<file path="src/rtl/abc_pkg.sv">
`timescale 1ns / 1ps
`default_nettype none
// ----------------------------------------------------------------------------
// Bit crusher package
// Shared types and fixed constants of the audio bit crusher.
// ----------------------------------------------------------------------------
package abc_pkg;

  localparam int CFG_IDX_W  = 3;
  localparam int CFG_DATA_W = 16;

  localparam logic [CFG_IDX_W-1:0] REG_BYPASS      = 3'd0;
  localparam logic [CFG_IDX_W-1:0] REG_DEPTH_BITS  = 3'd1;
  localparam logic [CFG_IDX_W-1:0] REG_HOLD_RATE   = 3'd2;
  localparam logic [CFG_IDX_W-1:0] REG_INPUT_GAIN  = 3'd3;
  localparam logic [CFG_IDX_W-1:0] REG_OUTPUT_GAIN = 3'd4;
  localparam logic [CFG_IDX_W-1:0] REG_WET_AMOUNT  = 3'd5;

  localparam logic [3:0]  RST_DEPTH_BITS  = 4'd8;
  localparam logic [7:0]  RST_HOLD_RATE   = 8'd1;
  localparam logic [15:0] RST_INPUT_GAIN  = 16'd4096;
  localparam logic [15:0] RST_OUTPUT_GAIN = 16'd4096;
  localparam logic [8:0]  RST_WET_AMOUNT  = 9'd256;

  localparam logic [8:0] WET_FULL   = 9'd256;
  localparam int         GAIN_SHIFT = 12;
  localparam int         MIX_SHIFT  = 8;
  localparam int         COEF_W     = 17;

  localparam logic [2:0] STEP_NONE    = 3'd0;
  localparam logic [2:0] STEP_IN_MUL  = 3'd1;
  localparam logic [2:0] STEP_IN_SAT  = 3'd2;
  localparam logic [2:0] STEP_MIX_A   = 3'd3;
  localparam logic [2:0] STEP_MIX_B   = 3'd4;
  localparam logic [2:0] STEP_MIX_SUM = 3'd5;
  localparam logic [2:0] STEP_OUT_MUL = 3'd6;
  localparam logic [2:0] STEP_OUT_SAT = 3'd7;

  typedef struct packed {
    logic        bypass;
    logic [3:0]  depth_bits;
    logic [7:0]  hold_rate;
    logic [15:0] input_gain;
    logic [15:0] output_gain;
    logic [8:0]  wet_amount;
  } cfg_t;

  typedef struct packed {
    logic       load_in;
    logic [2:0] step;
    logic       load_out;
  } cmd_t;

endpackage
`default_nettype wire

</file>
<file path="src/rtl/abc_cfg_if.sv">
`timescale 1ns / 1ps
`default_nettype none
// ----------------------------------------------------------------------------
// Bit crusher configuration channel
// Valid/ready write channel carrying a register index and write data.
// ----------------------------------------------------------------------------
interface abc_cfg_if;
  import abc_pkg::*;
  logic                  valid;
  logic                  ready;
  logic [CFG_IDX_W-1:0]  index;
  logic [CFG_DATA_W-1:0] data;

  modport source (output valid, output index, output data, input ready);
  modport sink   (input valid, input index, input data, output ready);
endinterface
`default_nettype wire

</file>
<file path="src/rtl/abc_cfg_regs.sv">
`timescale 1ns / 1ps
`default_nettype none
// ----------------------------------------------------------------------------
// Bit crusher configuration registers
// Holds the six control registers written through the configuration channel.
// ----------------------------------------------------------------------------
module abc_cfg_regs (
  input  wire logic  clk,
  input  wire logic  rst_n,
  abc_cfg_if.sink    cfg_s,
  output abc_pkg::cfg_t cfg
);
  import abc_pkg::*;

  cfg_t cfg_r, cfg_nxt;

  assign cfg_s.ready = 1'b1;
  assign cfg         = cfg_r;

  always_comb begin
    cfg_nxt = cfg_r;
    if (cfg_s.valid) begin
      case (cfg_s.index)
        REG_BYPASS:      cfg_nxt.bypass      = cfg_s.data[0];
        REG_DEPTH_BITS:  cfg_nxt.depth_bits  = cfg_s.data[3:0];
        REG_HOLD_RATE:   cfg_nxt.hold_rate   = cfg_s.data[7:0];
        REG_INPUT_GAIN:  cfg_nxt.input_gain  = cfg_s.data;
        REG_OUTPUT_GAIN: cfg_nxt.output_gain = cfg_s.data;
        REG_WET_AMOUNT:  cfg_nxt.wet_amount  = cfg_s.data[8:0];
        default:         cfg_nxt = cfg_r;
      endcase
    end
  end

  always_ff @(posedge clk) begin
    if (!rst_n) begin
      cfg_r.bypass      <= 1'b0;
      cfg_r.depth_bits  <= RST_DEPTH_BITS;
      cfg_r.hold_rate   <= RST_HOLD_RATE;
      cfg_r.input_gain  <= RST_INPUT_GAIN;
      cfg_r.output_gain <= RST_OUTPUT_GAIN;
      cfg_r.wet_amount  <= RST_WET_AMOUNT;
    end else begin
      cfg_r <= cfg_nxt;
    end
  end

endmodule
`default_nettype wire

</file>
<file path="src/flat_wrapper.sv">
// flat-port wrapper written by rule: the top's interface ports become plain ports
module abc_cfg_regs_flat import abc_pkg::*;
  (clk, rst_n, cfg, cfg_s_valid, cfg_s_index, cfg_s_data, cfg_s_ready);
  abc_cfg_if cfg_s_i ();
  input  wire logic clk;
  input  wire logic rst_n;
  output abc_pkg::cfg_t cfg;
  input wire logic [$bits(cfg_s_i.valid)-1:0] cfg_s_valid;
  input wire logic [$bits(cfg_s_i.index)-1:0] cfg_s_index;
  input wire logic [$bits(cfg_s_i.data)-1:0] cfg_s_data;
  output wire logic [$bits(cfg_s_i.ready)-1:0] cfg_s_ready;
  assign cfg_s_i.valid = cfg_s_valid;
  assign cfg_s_i.index = cfg_s_index;
  assign cfg_s_i.data = cfg_s_data;
  assign cfg_s_ready = cfg_s_i.ready;
  abc_cfg_regs u_core (.clk(clk), .rst_n(rst_n), .cfg_s(cfg_s_i), .cfg(cfg));
endmodule
</file>
<file path="config.mk">
export PLATFORM = sky130hd
export DESIGN_NAME = abc_cfg_regs_flat
export DESIGN_NICKNAME = d
export VERILOG_FILES = /design/src/rtl/abc_pkg.sv /design/src/rtl/abc_cfg_if.sv /design/src/rtl/abc_cfg_regs.sv /design/src/flat_wrapper.sv
export SDC_FILE = /design/constraint.sdc
export NUM_CORES = 1
export LEC_CHECK = 0
export ABC_AREA = 1
export BUFFER_PORTS_ARGS = -buffer_cell sky130_fd_sc_hd__buf_2
export CAP_MARGIN = 20
export CORE_UTILIZATION = 51
export CTS_BUF_LIST = sky130_fd_sc_hd__clkbuf_8
export DETAILED_ROUTE_END_ITERATION = 10
export MAX_ROUTING_LAYER = met4
export PLACE_DENSITY_LB_ADDON = 0.12
export SKIP_LAST_GASP = 1
export SYNTH_ARGS = -nofsm -noshare
export SYNTH_HDL_FRONTEND = slang
export SYNTH_SLANG_ARGS = --single-unit
</file>
<file path="constraint.sdc">
create_clock -name clk -period 1.1 [get_ports clk]
set_input_delay 0.055 -clock clk [delete_from_list [all_inputs] [get_ports clk]]
set_output_delay 0.055 -clock clk [all_outputs]
set_load 0.02 [all_outputs]
</file>
# After elaboration in Yosys (flattened, before gate mapping)
# Index checks and enable logic that the tools add are counted.
word_totals:
  regBits: 54
  in_bits: 22
classes:
  n_eq_ne: 5
  reduce_logical: 7
op_table:
  columns: ["cell", "n"]
  rows:
  - ["AND reduction 2 bit", 6]
  - ["== test 3 x 2 -> 1 bit, second input constant", 2]
  - ["== test 3 bit, second input constant", 2]
  - ["== test 3 x 1 -> 1 bit, second input constant", 1]
  - ["zero test 3 bit", 1]

# Depth between registers and ports, before layout
depth:
  word_depth: 2
  ltp_mapped: 7

# Worst setup path after synthesis
# No wires, ideal clock.
synth_timing:
  path_type: "input to register"
  startpoint: "input cfg_s_valid"
  endpoint: "register u_core.cfg_r, in the netlist u_core.cfg[45]"
  setup_slack_ps: 324
  required_ps: 987
  path_buffers: 2
  setup_ps: 113
  arrival_time_ps: 663
  cell_stages: 7
  path_cell_list: "inv_1 nor2_1 buf_2 buf_4 nand3_1 nand2_1 nor2_1"
synth_via:
  elab_chain_len: 1
synth_lines:
  columns: ["item", "line", "rtl"]
  rows:
  - ["start: declaration", "flat_wrapper.sv:8", "input wire logic [$bits(cfg_s_i.valid)-1:0] cfg_s_valid;"]
  - ["AND reduction 2 bit (no source line)", null, null]
  - ["end signal: assignment", "abc_cfg_regs.sv:44", "cfg_r <= cfg_nxt;"]
  - ["end: declaration", "abc_cfg_regs.sv:15", "cfg_t cfg_r, cfg_nxt;"]
# Every way passes these cells.
# A chain may end at the register's enable or synchronous reset.

# Worst setup path after layout
layout_timing:
  startpoint: "register u_core.cfg_r, in the netlist u_core.cfg[41]"
  endpoint: "output cfg[41] in the netlist's numbering"
layout_lines:
  columns: ["item", "line", "rtl"]
  rows:
  - ["end: declaration", "flat_wrapper.sv:7", "output abc_pkg::cfg_t cfg;"]
# No word-level cell between the ends.

==> results.yml <==
die:
  start_util_pct: 54.5
  dieArea_sq_mm: 0.00463
  pin_count: 77
  core_sq_mm: 0.00409
  die_h_microns: 68.1
  rows: 23
  dieWidth_microns: 68.1
final_layout:
  antenna_cells_inserted: 0
  finalCoreUtilization_pct: 67.5
  nets: 419
  drive_above_1_share_pct: 23.7
  instances_no_fill: 447
  area_delta_synth_final_pct: 23.9
  largest_reg_flops: 54
global_routing:
  met1_usage_pct: 29.5
  use_met3_pct: 5.00
  grt_pass1_vias: 1863
  overflow: 0
  grtUsageTotal_pct: 25.1
  gr-usage-met2_pct: 42.3
  grt_max_degree: 55
  grt_pass1_wl_microns: 8260
  antenna_found_initial: 0
  top_usage_layer: "met2"
placed_design:
  dp.cells: 436
  port_buffers: 75
  place_ws_ns: 0.139
  place_congestion: 0.799
  hpwl_microns: 3620
sta:
  final-setup-viol-count: 0
  rsz0062_at_grt: "false"
  clock_skew_ns: 0
  fin_crit_sh_pct: 82.5
  layout_min_cycle_time_ns: 0.908
  tns_ns: 0
  clock.fmax_ghz: 1.10
  fin_ws_ns: 0.192
  hold_violations: 0
  drv_slew: 0
detailed_routing:
  drtIter0Drc: 208
  drtPass1Iterations: 4
  routedWlPerCell_microns: 11.9
  ant_nets: 0
  drc: 0
  viasPerCell: 4.91
  vias: 2196
  wl_microns: 5310
synth:
  syn_inst: 321
  async_flop_share_pct: 0
  yosys.area.top_type: "dfxtp_1"
  avgSynthCellArea_sq_um: 6.93
  synth_ff_type: "dfxtp_1"
  ys_ff_latch: 54
  synth_most_common_cell: "nor2_1"
  synthesis.nets: 343
  synth_area_leaders: "dfxtp_1, nor2_1, nand3_1, nand2_1, inv_1"
  synth_top_area_share_pct: 48.6
  yosysWarningCount: 0
  syn_area_sq_mm: 0.00223
  ys_types: 17
  ys_seq_area_share_pct: 48.6
  synth_edf_count: 0
  yosys-top-cells-count: "nor2_1, nand2_1, dfxtp_1, nand3_1, inv_1"
worst_setup_path:
  crit_path_top_delay_cell: "dfxtp_1"
  cp.required_ns: 1.04
  cp_cell_sequence: "buf_2"
  cp_num_buf_inv: 1
  r2r_cells: 2
  path_max_fanout: 2
  arrival_ns: 0.85
  critPathTopFamily: "flip-flops"
  slowest_delay_ns: 0.37
  start_kind: "flop"
  worst-path-stages: 1
  setup.worst_path.class: "reg -> out"
  end_kind: "primary output"
clock_tree:
  cts_tree: "yes"
  cts_buffer_depth: 2
  cts_made_buffers: 5
  cts.clk_slew.worst_paths_ns: 0.09
  clockRootBuffer: "clkbuf_8"
  cts_sinks: 54
  htree_num_levels: 2
  clock_latency_ns: 0.30
power:
  power_uw: 3630
  ir_worst_vdd_mv: 0.880
  leakagePower_uw: 0.00141
  powerDensity_mw_per_mm2: 1320
worst_hold_path:
  hold_depth: 5
  hp-class: "in -> reg"
status:
  outcome: "finished clean"
run:
  drv_cap: 0
## through the flow
step	instance area, sq um	hold WS, ns
after floorplan	2230	0.168
after global placement	2640	0.273
after detailed placement	2640	0.282
after CTS	2760	0.0838
after global routing	2760	0.127
final	2760	0.0884
## routing by layer
metal	wire [microns]	share of wire (%)
met1	2290	43
met2	2540	48
met3	418	7.9
met4	70	1.3
met5	0	0
## cell families after synthesis
kind of cell | Yosys count | synth area share, %
buffers and inverters | 38 | 8.54
other | 1 | 0.168
flip-flops | 54 | 48.6
AND/OR/NAND/NOR | 224 | 41.8
AO/OA/AOI/OAI | 4 | 0.899
## final cells by class
type | count | area [sq um]
Sequential cell | 54 | 1080
Timing Repair Buffer | 86 | 505
Fill cell | 401 | 1330
Inverter | 21 | 78.8
Clock inverter | 2 | 7.51
Clock buffer | 5 | 68.8
Tap cell | 50 | 62.6
Multi-Input combinational cell | 229 | 955
## placed cells by master, fill, tap and decap left out, types with 2 or more instances in the layout
master and instances:
nor2_2 2, buf_12 3, nand2_1 63, dfxtp_1 54
dlygate4sd3_1 4, nor2_4 2, o21ai_0 3, buf_4 4
clkbuf_8 5, buf_2 75, inv_2 2, inv_1 21
nor2_1 102, nand3_1 54
## worst paths after layout
path	startpoint	slack, ns	end
worst max-delay path	u_core.cfg[41]	0.19	cfg[41]
worst min-delay path	cfg_s_data[11]	0.09	u_core.cfg[20]
worst max register to register	u_core.cfg[1]	0.50	u_core.cfg[1]
worst min register to register	u_core.cfg[34]	0.48	u_core.cfg[34]
## where the power goes
| part | switching (uW) | total [uW] | internal [uW] |
|---|---|---|---|
| clock network | 601 | 1020 | 421 |
| logic | 360 | 556 | 196 |
| registers | 33.0 | 2060 | 2020 |
## what timing repair did
action | 4_1_cts | 5_1_grt
endpoints found under the hold margin | 5 | 0
hold buffers | 4 | 0
resized for setup | 0 | 0
buffers inserted | 0 | 0
Power figures use the tool's default switching activity.
