File: src/rtl/abc_pkg.sv
`timescale 1ns / 1ps
`default_nettype none
// ----------------------------------------------------------------------------
// Bit crusher package
// Shared types and fixed constants of the audio bit crusher.
// ----------------------------------------------------------------------------
package abc_pkg;

  localparam int CFG_IDX_W  = 3;
  localparam int CFG_DATA_W = 16;

  localparam logic [CFG_IDX_W-1:0] REG_BYPASS      = 3'd0;
  localparam logic [CFG_IDX_W-1:0] REG_DEPTH_BITS  = 3'd1;
  localparam logic [CFG_IDX_W-1:0] REG_HOLD_RATE   = 3'd2;
  localparam logic [CFG_IDX_W-1:0] REG_INPUT_GAIN  = 3'd3;
  localparam logic [CFG_IDX_W-1:0] REG_OUTPUT_GAIN = 3'd4;
  localparam logic [CFG_IDX_W-1:0] REG_WET_AMOUNT  = 3'd5;

  localparam logic [3:0]  RST_DEPTH_BITS  = 4'd8;
  localparam logic [7:0]  RST_HOLD_RATE   = 8'd1;
  localparam logic [15:0] RST_INPUT_GAIN  = 16'd4096;
  localparam logic [15:0] RST_OUTPUT_GAIN = 16'd4096;
  localparam logic [8:0]  RST_WET_AMOUNT  = 9'd256;

  localparam logic [8:0] WET_FULL   = 9'd256;
  localparam int         GAIN_SHIFT = 12;
  localparam int         MIX_SHIFT  = 8;
  localparam int         COEF_W     = 17;

  localparam logic [2:0] STEP_NONE    = 3'd0;
  localparam logic [2:0] STEP_IN_MUL  = 3'd1;
  localparam logic [2:0] STEP_IN_SAT  = 3'd2;
  localparam logic [2:0] STEP_MIX_A   = 3'd3;
  localparam logic [2:0] STEP_MIX_B   = 3'd4;
  localparam logic [2:0] STEP_MIX_SUM = 3'd5;
  localparam logic [2:0] STEP_OUT_MUL = 3'd6;
  localparam logic [2:0] STEP_OUT_SAT = 3'd7;

  typedef struct packed {
    logic        bypass;
    logic [3:0]  depth_bits;
    logic [7:0]  hold_rate;
    logic [15:0] input_gain;
    logic [15:0] output_gain;
    logic [8:0]  wet_amount;
  } cfg_t;

  typedef struct packed {
    logic       load_in;
    logic [2:0] step;
    logic       load_out;
  } cmd_t;

endpackage
`default_nettype wire

File: src/rtl/abc_ctrl.sv
`timescale 1ns / 1ps
`default_nettype none
// ----------------------------------------------------------------------------
// Bit crusher controller
// Sequences the shared multiplier steps and the output register handoff.
// ----------------------------------------------------------------------------
module abc_ctrl (
  input  wire logic  clk,
  input  wire logic  rst_n,
  input  wire logic  in_valid,
  output logic       in_ready,
  output logic       out_valid,
  input  wire logic  out_ready,
  input  wire logic  bypass,
  output abc_pkg::cmd_t cmd
);
  import abc_pkg::*;

  localparam logic [3:0] ST_IDLE    = 4'd0;
  localparam logic [3:0] ST_IN_MUL  = 4'd1;
  localparam logic [3:0] ST_IN_SAT  = 4'd2;
  localparam logic [3:0] ST_MIX_A   = 4'd3;
  localparam logic [3:0] ST_MIX_B   = 4'd4;
  localparam logic [3:0] ST_MIX_SUM = 4'd5;
  localparam logic [3:0] ST_OUT_MUL = 4'd6;
  localparam logic [3:0] ST_OUT_SAT = 4'd7;
  localparam logic [3:0] ST_DONE    = 4'd8;

  logic [3:0] state_r, state_nxt;
  logic       out_valid_r, out_valid_nxt;
  logic       accept;
  logic       slot_free;

  assign in_ready  = (state_r == ST_IDLE);
  assign accept    = in_valid && in_ready;
  assign slot_free = !out_valid_r || out_ready;
  assign out_valid = out_valid_r;

  always_comb begin
    state_nxt     = state_r;
    out_valid_nxt = out_valid_r && !out_ready;
    cmd.load_in   = 1'b0;
    cmd.step      = STEP_NONE;
    cmd.load_out  = 1'b0;
    case (state_r)
      ST_IDLE: begin
        if (accept) begin
          cmd.load_in = 1'b1;
          state_nxt   = bypass ? ST_DONE : ST_IN_MUL;
        end
      end
      ST_IN_MUL: begin
        cmd.step  = STEP_IN_MUL;
        state_nxt = ST_IN_SAT;
      end
      ST_IN_SAT: begin
        cmd.step  = STEP_IN_SAT;
        state_nxt = ST_MIX_A;
      end
      ST_MIX_A: begin
        cmd.step  = STEP_MIX_A;
        state_nxt = ST_MIX_B;
      end
      ST_MIX_B: begin
        cmd.step  = STEP_MIX_B;
        state_nxt = ST_MIX_SUM;
      end
      ST_MIX_SUM: begin
        cmd.step  = STEP_MIX_SUM;
        state_nxt = ST_OUT_MUL;
      end
      ST_OUT_MUL: begin
        cmd.step  = STEP_OUT_MUL;
        state_nxt = ST_OUT_SAT;
      end
      ST_OUT_SAT: begin
        cmd.step  = STEP_OUT_SAT;
        state_nxt = ST_DONE;
      end
      ST_DONE: begin
        if (slot_free) begin
          cmd.load_out  = 1'b1;
          out_valid_nxt = 1'b1;
          state_nxt     = ST_IDLE;
        end
      end
      default: state_nxt = ST_IDLE;
    endcase
  end

  always_ff @(posedge clk) begin
    if (!rst_n) begin
      state_r     <= ST_IDLE;
      out_valid_r <= 1'b0;
    end else begin
      state_r     <= state_nxt;
      out_valid_r <= out_valid_nxt;
    end
  end

  a_load_out_free: assert property (@(posedge clk) disable iff (!rst_n)
    cmd.load_out |-> slot_free)
    else $error("output register loaded while holding an untaken result");

  a_accept_path: assert property (@(posedge clk) disable iff (!rst_n)
    accept |=> (bypass ? (state_r == ST_DONE) : (state_r == ST_IN_MUL)))
    else $error("accepted sample did not enter the expected path");

  a_done_hands_off: assert property (@(posedge clk) disable iff (!rst_n)
    (state_r == ST_DONE) && slot_free |=> (state_r == ST_IDLE) && out_valid_r)
    else $error("finished result was not handed to the output register");

endmodule
`default_nettype wire

File: config.mk
export PLATFORM = sky130hd
export DESIGN_NAME = abc_ctrl
export DESIGN_NICKNAME = d
export VERILOG_FILES = /design/src/rtl/abc_pkg.sv /design/src/rtl/abc_ctrl.sv
export SDC_FILE = /design/constraint.sdc
export NUM_CORES = 1
export LEC_CHECK = 0
export BUFFER_PORTS_ARGS = -buffer_cell sky130_fd_sc_hd__buf_2
export CORE_AREA = 2 2 39 41
export CTS_CLUSTER_SIZE = 8
export DETAILED_ROUTE_END_ITERATION = 6
export DIE_AREA = 0 0 41 43
export PLACE_DENSITY_LB_ADDON = 0.2
export SLEW_MARGIN = 5
export SYNTH_ARGS = -nofsm -noshare
export SYNTH_HDL_FRONTEND = slang
export SYNTH_SLANG_ARGS = --single-unit
export TNS_END_PERCENT = 50
File: constraint.sdc
create_clock -name clk -period 1 [get_ports clk]
set_input_delay 0 -clock clk [delete_from_list [all_inputs] [get_ports clk]]
set_output_delay 0 -clock clk [all_outputs]
set_load 0.05 [all_outputs]
# == Word level (Yosys, flattened, before mapping) ==
# Index checks and enable logic that the tools add are counted.
# totals
register_bits,5
input_bits,5
output_inout_bits,7
# classes
n_eq_ne,10
n_mux,11
n_reduce_logical,7
# op_table
operator,count
case mux 4 bit (9 select lines),1
case mux 3 bit (7 select lines),1
== test 4 x 3 -> 1 bit (second input constant),4
two-way mux 4 bit,3
== test 4 x 2 -> 1 bit (second input constant),2
two-way mux 1 bit,6
== test 4 x 1 -> 1 bit (second input constant),1
== test 4 bit (second input constant),1
zero test 4 bit,1
logical AND 1 bit,2
zero test 1 bit,2
!= test 2 x 1 -> 1 bit (second input constant),1
!= test 2 bit (second input constant),1
AND reduction 2 bit,1
logical OR 1 bit,1

# == Longest topological paths before layout ==
# logic_depth
depth_word,4
mapped_depth,4
depth_no_buf,3

# == Least setup slack after synthesis ==
# OpenSTA, ideal clock, no wires.
# synth_timing
path_kind,register to output
startpoint,register state_r[1]
endpoint,output port cmd[4] (netlist bit)
t_arrival_ps,1622
t_required_ps,1000
path_slack_ps,-622
path_stages_with_launch,4
cell_sequence,dfxtp_1 > buf_6 > nor4_4 > and2_1
# synth_rtl
item,line_no,rtl
"start, declared",abc_ctrl.sv:29,"logic [3:0] state_r, state_nxt;"
"start signal, assigned",abc_ctrl.sv:96,state_r <= state_nxt;
"end, declared",abc_ctrl.sv:15,output abc_pkg::cmd_t cmd

==> qor.txt <==
======================================================================================================
Status                                                                                    complete, but fails checks
Violated checks                                                                           setup timing
Final Hold Vio Count                                                                                 0
Grt ovf                                                                                              0
Critical setup path kind                                                                  register to output pin
Most frequent cells after synthesis                                                       5 x sky130_fd_sc_hd__dfxtp_1, 4 x sky130_fd_sc_hd__nand2_1, 2 x sky130_fd_sc_hd__nand2b_1, 2 x sky130_fd_sc_hd__nor2_1
Pin count of the biggest net entering global routing                                                 9
Clock share of power                                                                             27.5%
Critical Path Source                                                                        state_r[0]
Data arrival time of the worst path                                                            1.19 ns
Sequential share of the synthesized area                                                         35.6%
Clock transition at the register clock pins on the worst setup and hold paths after CTS        0.04 ns
GP Congestion                                                                                    0.644
Worst reg2reg startpoint                                                                    state_r[0]
Destination of the worst register-to-register timing path                                    out_valid
Switch share                                                                                     33.4%
Main combinational cell family by area after synthesis                                    simple AND/OR/NAND/NOR gates
Post-synthesis instance total                                                                       31
Final worst-path cycle share                                                                      119%
RSZ-0062 raised after global routing                                                               yes
Final Worst Setup Slack                                                                      -0.185 ns
Ports placed on the boundary                                                                        12
Area of all placed cells without fillers                                                      507 um^2
Total negative slack                                                                         -0.632 ns
Critical Path Fanout Max                                                                             4
Syn nets                                                                                            36
Max Transition Viols Final                                                                           0
Synth area leaders                                                                        sky130_fd_sc_hd__dfxtp_1 36%, sky130_fd_sc_hd__nor4_4 7.6%, sky130_fd_sc_hd__nand2_1 5.3%, sky130_fd_sc_hd__nand2b_1 4.4%, sky130_fd_sc_hd__buf_6 4.0%
IO buf count                                                                                        11
Clk root buf                                                                              sky130_fd_sc_hd__clkbuf_4
Post-synthesis to final-layout area growth                                                       80.0%
Die area                                                                                  0.00176 mm^2
Mux cell area share after synthesis                                                              4.00%
Final setup skew                                                                            0.00308 ns
Pwr/cell area                                                                             1610 mW/mm^2
Highest attainable clock frequency                                                             844 MHz
Library cell occupying the most area in the post-synthesis netlist                        sky130_fd_sc_hd__dfxtp_1
Post-detailed-placement cell area                                                             403 um^2
CP max-delay cell                                                                         sky130_fd_sc_hd__dfxtp_2
Switching power                                                                             0.000273 W
Final HPWL DP                                                                                   463 um
Wire length of the first global-routing pass                                                   1.04 mm
Routed wire length                                                                              620 um
GR Util All Layers                                                                               9.13%
Startpoint type of the worst setup path                                                       register
Width of the die                                                                                 41 um
CORE AREA                                                                                 0.00138 mm^2
Minimum clock period after layout                                                              1.19 ns
Post-Synth Adder-Cell Area                                                                          0%
ANT cells                                                                                            0
Height of the die                                                                                43 um
Max-cap violations                                                                                   0
Critical path endpoint category                                                             output pin
Most common cell in the synthesized netlist                                               sky130_fd_sc_hd__dfxtp_1
Static leakage                                                                                0.233 nW
Via count of the first global-routing pass                                                         265
Fraction of the mapped netlist area in compound gates                                            7.11%
P_int                                                                                       0.000544 W
Sequential Power Share                                                                           28.7%
Setup slack of the most critical reg-to-reg path                                              -0.04 ns
Layout net count                                                                                    58
DR iter-0 viols                                                                                      2
Cell area after synthesis                                                                     282 um^2
Remaining routing DRC violations                                                                     0
Share of flip-flops with an asynchronous set or reset after synthesis                               0%
Number of placement rows                                                                            14
Num Clock Sinks                                                                                      5
Worst slew margin relative to its limit                                                          83.6%
Number of unique standard cell types used by synthesis                                              22
Starting density of the core                                                                     20.3%
Antenna violations before repair                                                                     0
Share of post-route cells with drive strength above 1                                            61.5%
Clock latency on the worst-skew pair                                                           0.24 ns
Mean post-synth cell area                                                                    9.08 um^2
Number of clock buffers inserted by TritonCTS                                                        3
Actual transition at the worst max-transition pin                                             0.247 ns
Number of failing setup endpoints in the final timing report                                         7
Data required time at the worst endpoint                                                       1.00 ns
Flip-flop and latch count after synthesis                                                            5
Routed wire per std cell                                                                       9.12 um
Worst min path class                                                                      primary input to register
Xor and xnor fraction of the mapped netlist area                                                 6.22%
Number of fill cells                                                                               139
Comb pwr share                                                                                   43.8%
Share of synthesized cell area in and, or, nand and nor gates                                    40.0%
Number of warnings reported in the yosys synthesis log                                               0
Largest stage delay on the critical path                                                       0.34 ns
Antenna viol nets, final                                                                             0
Dominant synthesized flop cell                                                            sky130_fd_sc_hd__dfxtp_1
Maximum count of clock buffers along a single path                                                   2
Ratio of routed vias to standard cells                                                            3.94
H-tree depth                                                                                         1
Area share of the largest cell type after synthesis                                              35.6%
Vias post-DR                                                                                       268
Number of flops mapped to enable cells by yosys                                                      0
Peak VDD IR                                                                                 0.000706 V
Depth of the most critical reg-to-reg path                                                           5
Total iterations of the first detailed-routing run                                                   2
CP Cell Sequence                                                                          nor4_4 > and2_4 > buf_8
Capture point of the critical path                                                              cmd[4]
Clock tree from TritonCTS                                                                         done
======================================================================================================
[power groups by stage]
stage	sequential (W)	clock (W)	combinational, W
CTS	0.000235	0.000239	0.000324
global route	0.000238	0.000241	0.000376
floorplan	0.000235	0	0.000203
detailed placement	0.000238	0	0.000277
global placement	0.000238	0	0.000279
finish	0.000235	0.000225	0.000358
[final cells by class]
type	instances	area, um^2	share of cell area, %
flip-flops and latches	5	110	21.7
clock buffers	4	26.3	5.19
multi-input cells	23	166	32.8
repair buffers	19	180	35.6
inverters	1	3.75	0.741
well taps	16	20.0	3.95
[sequential cells by signal, indices dropped and copies added, names as in the netlist]
signal / count
out_valid: 1
state_r: 4
[worst min-delay path by stage]
stage          start          to  slack, ns  depth (start not counted)
5_1_grt        rst_n  state_r[3]       0.05                          3
3_5_place_dp   rst_n  state_r[3]       0.28                          3
6_report       rst_n  state_r[3]       0.03                          3
3_3_place_gp   rst_n  state_r[3]       0.28                          3
4_1_cts        rst_n  state_r[3]       0.01                          3
2_1_floorplan  rst_n  state_r[3]       0.13                          2
[layout by cell type, fill, tap and decap left out, drive strengths merged]
master,n
dfxtp,5
a21boi,1
o21ai,1
buf,19
nand2,4
and2,1
nor3,2
inv,1
nand4,1
xor2,1
mux2,1
nand2b,2
nor4,1
xnor2,1
and3,1
and2b,2
nor2,2
clkbuf,4
a211oi,1
nor2b,1
[logic make-up after synthesis]
kind of cell / after synthesis
XOR/XNOR: 2
flip-flops: 5
multiplexers: 1
AO/OA/AOI/OAI: 3
AND/OR/NAND/NOR: 17
buffers and inverters: 3
[through the flow]
step | setup WS [ns] | utilization [%] | hold WS (ns) | total power [W] | instances
detailed placement | -0.0625 | 29.1 | 0.278 | 0.000515 | 62
global route | -0.235 | 36.6 | 0.0453 | 0.000854 | 68
finish | -0.185 | 36.6 | 0.0250 | 0.000817 | 68
CTS | -0.210 | 35.4 | 0.0146 | 0.000797 | 67
global placement | -0.0700 | 29.1 | 0.285 | 0.000517 | 62
floorplan | -0.472 | - | 0.133 | 0.000438 | 31
[critical path: cells and delay by family (launching register included)]
| family | cells | cell delay, ns |
|---|---|---|
| buf+inv | 1 | 0.13 |
| flops | 1 | 0.34 |
| simple gates | 2 | 0.47 |
[what timing repair did]
item | in CTS | in global routing
buffers inserted | 1 | 1
hold buffers | 0 | 0
endpoints found under the setup margin | 7 | 8
pin swaps | 2 | 1
resized for setup | 19 | 4
[per-layer routing]
metal | global-route usage, % | up-vias | wire length, um
li1 | - | 145 | -
met5 | 0 | - | 0
met1 | 9.94 | 119 | 241
met3 | 1.57 | 0 | 19
met2 | 14.1 | 4 | 359
met4 | 8.00 | 0 | 0
Power figures use the tool's default switching activity.
