[config.mk]
export PLATFORM = sky130hd
export DESIGN_NAME = abc_datapath
export DESIGN_NICKNAME = d
export VERILOG_FILES = /design/src/rtl/abc_pkg.sv /design/src/rtl/abc_datapath.sv
export SDC_FILE = /design/constraint.sdc
export NUM_CORES = 1
export LEC_CHECK = 0
export ABC_AREA = 1
export BUFFER_PORTS_ARGS = -buffer_cell sky130_fd_sc_hd__buf_2
export CORE_MARGIN = 2
export CORE_UTILIZATION = 50
export CTS_BUF_LIST = sky130_fd_sc_hd__clkbuf_2 sky130_fd_sc_hd__clkbuf_4 sky130_fd_sc_hd__clkbuf_8
export CTS_CLUSTER_SIZE = 24
export DETAILED_ROUTE_END_ITERATION = 6
export MAX_ROUTING_LAYER = met4
export PLACE_DENSITY_LB_ADDON = 0.12
export SLEW_MARGIN = 20
export SYNTH_ARGS = -nofsm -noshare
export SYNTH_HDL_FRONTEND = slang
export SYNTH_SLANG_ARGS = --single-unit
[constraint.sdc]
create_clock -name clk -period 10.8 [get_ports clk]
set_input_delay 2.16 -clock clk [delete_from_list [all_inputs] [get_ports clk]]
set_output_delay 2.16 -clock clk [all_outputs]
set_load 0.03 [all_outputs]
[src/rtl/abc_pkg.sv]
`timescale 1ns / 1ps
`default_nettype none
// ----------------------------------------------------------------------------
// Bit crusher package
// Shared types and fixed constants of the audio bit crusher.
// ----------------------------------------------------------------------------
package abc_pkg;

  localparam int CFG_IDX_W  = 3;
  localparam int CFG_DATA_W = 16;

  localparam logic [CFG_IDX_W-1:0] REG_BYPASS      = 3'd0;
  localparam logic [CFG_IDX_W-1:0] REG_DEPTH_BITS  = 3'd1;
  localparam logic [CFG_IDX_W-1:0] REG_HOLD_RATE   = 3'd2;
  localparam logic [CFG_IDX_W-1:0] REG_INPUT_GAIN  = 3'd3;
  localparam logic [CFG_IDX_W-1:0] REG_OUTPUT_GAIN = 3'd4;
  localparam logic [CFG_IDX_W-1:0] REG_WET_AMOUNT  = 3'd5;

  localparam logic [3:0]  RST_DEPTH_BITS  = 4'd8;
  localparam logic [7:0]  RST_HOLD_RATE   = 8'd1;
  localparam logic [15:0] RST_INPUT_GAIN  = 16'd4096;
  localparam logic [15:0] RST_OUTPUT_GAIN = 16'd4096;
  localparam logic [8:0]  RST_WET_AMOUNT  = 9'd256;

  localparam logic [8:0] WET_FULL   = 9'd256;
  localparam int         GAIN_SHIFT = 12;
  localparam int         MIX_SHIFT  = 8;
  localparam int         COEF_W     = 17;

  localparam logic [2:0] STEP_NONE    = 3'd0;
  localparam logic [2:0] STEP_IN_MUL  = 3'd1;
  localparam logic [2:0] STEP_IN_SAT  = 3'd2;
  localparam logic [2:0] STEP_MIX_A   = 3'd3;
  localparam logic [2:0] STEP_MIX_B   = 3'd4;
  localparam logic [2:0] STEP_MIX_SUM = 3'd5;
  localparam logic [2:0] STEP_OUT_MUL = 3'd6;
  localparam logic [2:0] STEP_OUT_SAT = 3'd7;

  typedef struct packed {
    logic        bypass;
    logic [3:0]  depth_bits;
    logic [7:0]  hold_rate;
    logic [15:0] input_gain;
    logic [15:0] output_gain;
    logic [8:0]  wet_amount;
  } cfg_t;

  typedef struct packed {
    logic       load_in;
    logic [2:0] step;
    logic       load_out;
  } cmd_t;

endpackage
`default_nettype wire

[src/rtl/abc_datapath.sv]
`timescale 1ns / 1ps
`default_nettype none
// ----------------------------------------------------------------------------
// Bit crusher datapath
// Gain, quantizer, wet/dry mix and sample hold around one shared multiplier.
// ----------------------------------------------------------------------------
module abc_datapath #(
  parameter int SAMPLE_WIDTH = 16
) (
  input  wire logic                           clk,
  input  wire logic                           rst_n,
  input  wire abc_pkg::cfg_t                  cfg,
  input  wire abc_pkg::cmd_t                  cmd,
  input  wire logic signed [SAMPLE_WIDTH-1:0] sample_in,
  input  wire logic                           block_first,
  output logic signed [SAMPLE_WIDTH-1:0]      sample_out
);
  import abc_pkg::*;

  localparam int SW = SAMPLE_WIDTH;
  localparam int PW = SW + COEF_W;
  localparam logic signed [PW-1:0] SMAX = {{(PW-SW+1){1'b0}}, {(SW-1){1'b1}}};
  localparam logic signed [PW-1:0] SMIN = ~SMAX;
  localparam logic [5:0] FRAC_BITS = 6'(SW - 1);

  logic signed [SW-1:0] x_r;
  logic signed [SW-1:0] gained_r, gained_nxt;
  logic signed [SW-1:0] held_r, held_nxt;
  logic signed [SW-1:0] mixed_r, mixed_nxt;
  logic signed [SW-1:0] result_r, result_nxt;
  logic signed [SW-1:0] out_r;
  logic signed [PW-1:0] prod_r, acc_r, prod_nxt;
  logic [7:0]           pos_r, pos_nxt;
  logic                 first_r, first_nxt;

  logic [7:0]           rate, pos_base, pos_eff;
  logic [8:0]           pos_inc;
  logic [8:0]           wet, dry;
  logic [5:0]           drop;
  logic [SW-1:0]        keep_mask;
  logic signed [SW-1:0] crushed;
  logic signed [SW-1:0] op_a;
  logic signed [COEF_W-1:0] op_b;
  logic signed [PW-1:0] gain_sh, sum, mix_sh;
  logic signed [SW-1:0] gain_sat;

  assign rate = (cfg.hold_rate == 8'd0) ? 8'd1 : cfg.hold_rate;
  assign wet  = (cfg.wet_amount > WET_FULL) ? WET_FULL : cfg.wet_amount;
  assign dry  = WET_FULL - wet;
  assign drop = ({2'b00, cfg.depth_bits} < FRAC_BITS)
              ? (FRAC_BITS - {2'b00, cfg.depth_bits}) : 6'd0;
  assign keep_mask = {SW{1'b1}} << drop;
  assign crushed   = gained_r & keep_mask;

  assign gain_sh  = prod_r >>> GAIN_SHIFT;
  assign gain_sat = (gain_sh > SMAX) ? SMAX[SW-1:0]
                  : (gain_sh < SMIN) ? SMIN[SW-1:0] : gain_sh[SW-1:0];
  assign sum      = acc_r + prod_r;
  assign mix_sh   = sum >>> MIX_SHIFT;

  always_comb begin
    op_a = x_r;
    op_b = COEF_W'({1'b0, cfg.input_gain});
    case (cmd.step)
      STEP_MIX_A: begin
        op_a = first_r ? crushed : held_r;
        op_b = COEF_W'(wet);
      end
      STEP_MIX_B: begin
        op_a = gained_r;
        op_b = COEF_W'(dry);
      end
      STEP_OUT_MUL: begin
        op_a = mixed_r;
        op_b = COEF_W'({1'b0, cfg.output_gain});
      end
      default: begin
        op_a = x_r;
        op_b = COEF_W'({1'b0, cfg.input_gain});
      end
    endcase
  end

  assign prod_nxt = op_a * op_b;

  always_comb begin
    pos_base  = block_first ? 8'd0 : pos_r;
    pos_eff   = (pos_base >= rate) ? 8'd0 : pos_base;
    pos_inc   = {1'b0, pos_eff} + 9'd1;
    pos_nxt   = pos_r;
    first_nxt = first_r;
    if (cmd.load_in) begin
      if (cfg.bypass) begin
        pos_nxt = pos_base;
      end else begin
        first_nxt = (pos_eff == 8'd0);
        pos_nxt   = (pos_inc >= {1'b0, rate}) ? 8'd0 : pos_inc[7:0];
      end
    end
  end

  always_comb begin
    gained_nxt = gained_r;
    held_nxt   = held_r;
    mixed_nxt  = mixed_r;
    result_nxt = result_r;
    if (cmd.load_in && cfg.bypass) begin
      result_nxt = sample_in;
    end
    case (cmd.step)
      STEP_IN_SAT:  gained_nxt = gain_sat;
      STEP_MIX_SUM: begin
        mixed_nxt = mix_sh[SW-1:0];
        if (first_r) begin
          held_nxt = mix_sh[SW-1:0];
        end
      end
      STEP_OUT_SAT: result_nxt = gain_sat;
      default: ;
    endcase
  end

  always_ff @(posedge clk) begin
    if (!rst_n) begin
      pos_r  <= 8'd0;
      held_r <= '0;
    end else begin
      pos_r  <= pos_nxt;
      held_r <= held_nxt;
    end
  end

  always_ff @(posedge clk) begin
    if (cmd.load_in) begin
      x_r <= sample_in;
    end
    if (cmd.step == STEP_IN_MUL || cmd.step == STEP_MIX_A ||
        cmd.step == STEP_MIX_B  || cmd.step == STEP_OUT_MUL) begin
      prod_r <= prod_nxt;
    end
    if (cmd.step == STEP_MIX_B) begin
      acc_r <= prod_r;
    end
    if (cmd.load_out) begin
      out_r <= result_r;
    end
    first_r  <= first_nxt;
    gained_r <= gained_nxt;
    mixed_r  <= mixed_nxt;
    result_r <= result_nxt;
  end

  assign sample_out = out_r;

endmodule
`default_nettype wire

* Yosys cells after proc, flatten, opt, wreduce, memory -nomap -nowiden
Cells that the tools add are included.
Storage, ports and cells: bits in registers 162, input port bits 78, output and inout port bits 16, word-level logic and storage cells 54
Operators by class: add/subtract/negate cells 4, multipliers 1, $lt $le $gt $ge 6, equality and inequality tests 7, shift-type cells 1, multiplexer cells 14, bitwise logic cells 2, reduce and logical (&&, ||, !) cells 9
Operators with widths (count):
- $pmux 16 s3 | 2
- $mux 16 | 5
- $mux 8 | 5
- $mul 16x17->33 | 1
- $add 24x24->24 | 1
- $gt 21x16->1 const B | 1
- $lt 21x16->1 const B | 1
- $and 16x16->16 | 1
- $logic_not 8->1 | 2
- $shl 16x6->16 const A | 1
- $eq 3x3->1 const B | 4
- $add 8x1->9 const B | 1
- $ge 9x8->1 | 1
- $gt 9x9->1 const B | 1
- $mux 9 | 1
- $sub 9x9->9 const A | 1
- $ge 8x8->1 | 1
- $eq 3x2->1 const B | 2
- $mux 6 | 1
- $sub 4x4->5 const A | 1
- $lt 4x4->1 const B | 1
- $reduce_and 2->1 | 2
- $eq 3x1->1 const B | 1
- $logic_or 1x1->1 | 3
- other kinds (3) | 3

* Logic depth before layout (Yosys ltp)
word-level depth 8, mapped depth 36

* Worst setup path before layout
OpenSTA, ideal clock, no wires.
path kind input -> register, start input port cmd[1] (netlist bit), end register prod_r[24] (data pin), arrival time 8.136 ns, required time 10.535 ns, setup slack 2.398 ns, stages on the path 26, path buffers 1, cell sequence nor3_4 > buf_2 > nand2_1 > nand4_1 > o21ai_0 > inv_1 > nand2_1 > fa_1 > inv_1 > fa_1 > inv_1 > fa_1 > inv_1 > fa_1 > fa_1 > inv_1 > fa_1 > inv_1 > ha_1 > nand2_1 > nor2_1 > nand4_1 > o21ai_0 > a21boi_0 > o21ai_0 > xor2_1
On the way: word-level cells in the longest chain between the ends 3, elaborated cells on any way between the ends 6
Ends and longest elaborated chain:
- start: declaration | line abc_datapath.sv:13 | input wire abc_pkg::cmd_t cmd,
- $eq 3x3->1 or $eq 3x2->1 (tied branches) | line abc_datapath.sv:64 | case (cmd.step)
- $pmux 16 s3 | line abc_datapath.sv:64
- $mul 16x17->33 (*) | line abc_datapath.sv:84 | assign prod_nxt = op_a * op_b;
- net prod_nxt[24] | line abc_datapath.sv:32 | logic signed [PW-1:0] prod_r, acc_r, prod_nxt;
- end signal: assignment | line abc_datapath.sv:139 | prod_r <= prod_nxt;
- end: declaration | line abc_datapath.sv:32
The timed path passes the listed nets; every way through them passes the cells marked *. A chain may end at the register's enable or synchronous reset.

* Final worst setup path
start input port cmd[3] (netlist bit), end register prod_r[23] (data pin)
Same word-level chain as after synthesis.

==> impl_results.md <==
- Slew Viols, Final: 0
- Hold Vio Cnt, Final: 0
- Standard-cell rows: 68
- Synth cell types: 58
- R2R setup slack: 3.30 ns
- Most used cell along the critical path: fa_1
- Leading area contributor after synthesis: edfxtp_1
- WP data required: 11.04 ns
- Crit path launch: cmd[3]
- Register area share after synthesis: 26.5%
- Critical Path End Type: flop
- Max stage delay cell, worst path: fa_1
- Setup bufs post-CTS: 0
- Setup crit end: prod_r[23]
- Mux cell area share after synthesis: 0.967%
- Hold buffer count at CTS: 0
- Vias in the first global route: 13800
- Worst Path Buf+Inv: 9
- DRT iter0 DRCs: 1351
- Headroom to the max-slew limit: 34.3%
- Setup TNS Final: 0 ns
- Share of layout cells above drive strength 1: 10.9%
- Commonest cells after routing, fill and taps aside: 398 x inv_1, 322 x nand2_1, 195 x nor2_1
- # H-tree levels: 4
- DR WL/cell: 20.1 um
- FFs w/ async S/R, synth: 0%
- Cell Area, Synth: 0.0175 mm^2
- Fillers: 3230
- Cell family with most CP delay: adder cells
- Syn_nets: 2417
- Most common cell after layout, fill and taps aside: inv_1
- Post-cts gate resize count: 0
- Ys Warns: 0
- Post-synthesis adder-cell area fraction: 33.9%
- Drt first pass iters: 6
- Num CTS Buffers: 17
- CTS root buffer: clkbuf_8
- Final setup fails: 0
- CTS Buffer Depth: 2
- Ant. Diodes: 0
- DIE AREA: 0.0365 mm^2
- DR vias: 13900
- DRT antenna net count: 0
- RR Endpoint: prod_r[23]
- RD Place Congestion: 0.941
- Clock Pin Slew Worst Setup and Hold Paths: 0.10 ns
- Largest net degree at the start of global routing: 47
- Critical path type: input pin to flop
- Main flop type after synthesis: edfxtp_1
- Clock Latency Late Sink: 0.49 ns
- Dpl cell area: 0.0185 mm^2
- CTS tree: yes
- First-pass GRT wire length: 80.4 mm
- Largest family of logic cells by synthesized area: adder cells
- Fin Clk Skew: 0.0186 ns
- Flops & latches, synth: 162
- Worst Max-Slew Pin Slew: 0.983 ns
- Post-Synth Simple-Gate Area: 16.6%
- Yosys top cell area share: 23.7%
- Core ar.: 0.0345 mm^2
- Min Tclk post-route: 9.74 ns
- Reg-to-reg startpoint: first_r
- Startpoint types: input pin
- Die H: 191 um
- CP Max Fanout: 46
- Worst min-delay path startpoint: result_r[0]
- Die extent in x: 191 um
- Outcome: completed
- Final Cycle Share: 90.2%
- Placed wire-length estimate: 41.7 mm
- GRT Residual Overflow: 0
- Top cells by area, synth: edfxtp_1 24%, fa_1 22%, ha_1 12%, inv_1 8.6%, nand2_1 6.9%
- Synth Instances: 1982
- Final Instance Area: 0.0189 mm^2
- Hold_ws: 0.428 ns
- Hold Path Class: flop to flop
- Top Ports: 94
- Post-DR vias/cell: 5.46
- Initial antenna violation count: 0
- RSZ-0062 raised after global routing: false
- Clk sinks: 162
- XOR/XNOR share of the synthesized area: 2.06%
- Worst path depth: 30
- DRC violations left: 0
- Worst path max stage delay: 0.57 ns
- Synthesized-area fraction occupied by ao, oa, aoi and oai cells: 9.77%
- WL final: 51.1 mm
- Gr usage total: 30.2%
- FF-to-FF path depth: 29
- Port Buffer Count: 93
- Area Overhead vs Synth: 8.06%
- Max-cap violation count: 0
- FMAX: 103 MHz
- Starting Density: 50.7%
- Nets: 2508
- Arr. time, crit path: 9.97 ns
- EDFF count, synth: 138
- Synth Area per Inst: 8.82 um^2
worst reg2reg max path, delay by kind of cell, from the launching register on:
family	cells	cell delay, ns
adder cells (fa/ha/maj)	7	3.56
AND/OR/NAND/NOR	8	1.25
buffers and inverters	8	0.91
AO/OA/AOI/OAI	5	0.76
flip-flops	1	0.70
XOR/XNOR	1	0.06
layer usage:
metal  global-route usage (%)  wire (um)  vias up
li1                         -          -     6549
met1                     44.6      23700     6628
met2                     43.2      21900      617
met3                     6.06       4600       76
met4                     5.78        879        0
met5                        -          0        -
flip-flops by register name (all words and copies together) (netlist names):
signal and count:
acc_r 24, first_r 1, gained_r 16, held_r 16
mixed_r 16, pos_r 8, prod_r 33, result_r 16
sample_out 16, x_r 16
layout make-up:
type,instances,area (um^2),area share [%]
multi-input cells,1362,11100,58.6
flip-flops and latches,162,4620,24.5
inverters,415,1570,8.29
repair buffers,115,631,3.34
well taps,455,569,3.02
clock buffers,17,234,1.24
clock inverters,15,186,0.987
worst min-delay path by stage:
stage,cells past startpoint,endpoint,slack (ns)
after floorplan,0,sample_out[0],0.40
after CTS,0,sample_out[0],0.43
after detailed placement,0,sample_out[0],0.40
final,0,sample_out[0],0.43
after global placement,0,sample_out[5],0.40
after global routing,0,sample_out[13],0.44
Yosys cell counts (5+ instances only):
library cell and n:
inv_1 398, nand2_1 322, nor2_1 195, fa_1 194, ha_1 163, edfxtp_1 138, nand3_1 92, a21oi_1 84
o21ai_0 78, xor2_1 29, buf_2 26, dfxtp_1 24, nand4_1 23, nor3_1 19, inv_2 15, mux2_2 15
o21bai_1 13, clkbuf_1 12, or2_2 12, xnor2_1 12, o21ai_2 11, a21o_1 10, o2111ai_1 8, o21ai_1 8
a31oi_1 7, nand2_2 7, nor4_1 6, o211ai_1 6, a221oi_1 5
cell families after synthesis:
family                     Yosys count
adders and majority gates          357
and+or+nand+nor                    686
buffers and inverters              458
xor gates and xnor gates            41
muxes                               15
DFF                                162
AOI/OAI and AO/OA                  263
metrics by stage:
stage / setup slack [ns] / utilization [%] / std cells
CTS: 1.18 / 54.8 / 2541
finish: 1.06 / 54.8 / 2541
global route: 0.651 / 54.8 / 2541
floorplan: 2.40 / - / 1982
detailed placement: 0.688 / 53.6 / 2509
global placement: 0.722 / 53.6 / 2509
Power is not shown: default switching activity piles up to over one toggle a cycle in this logic, so the estimate is an artifact.
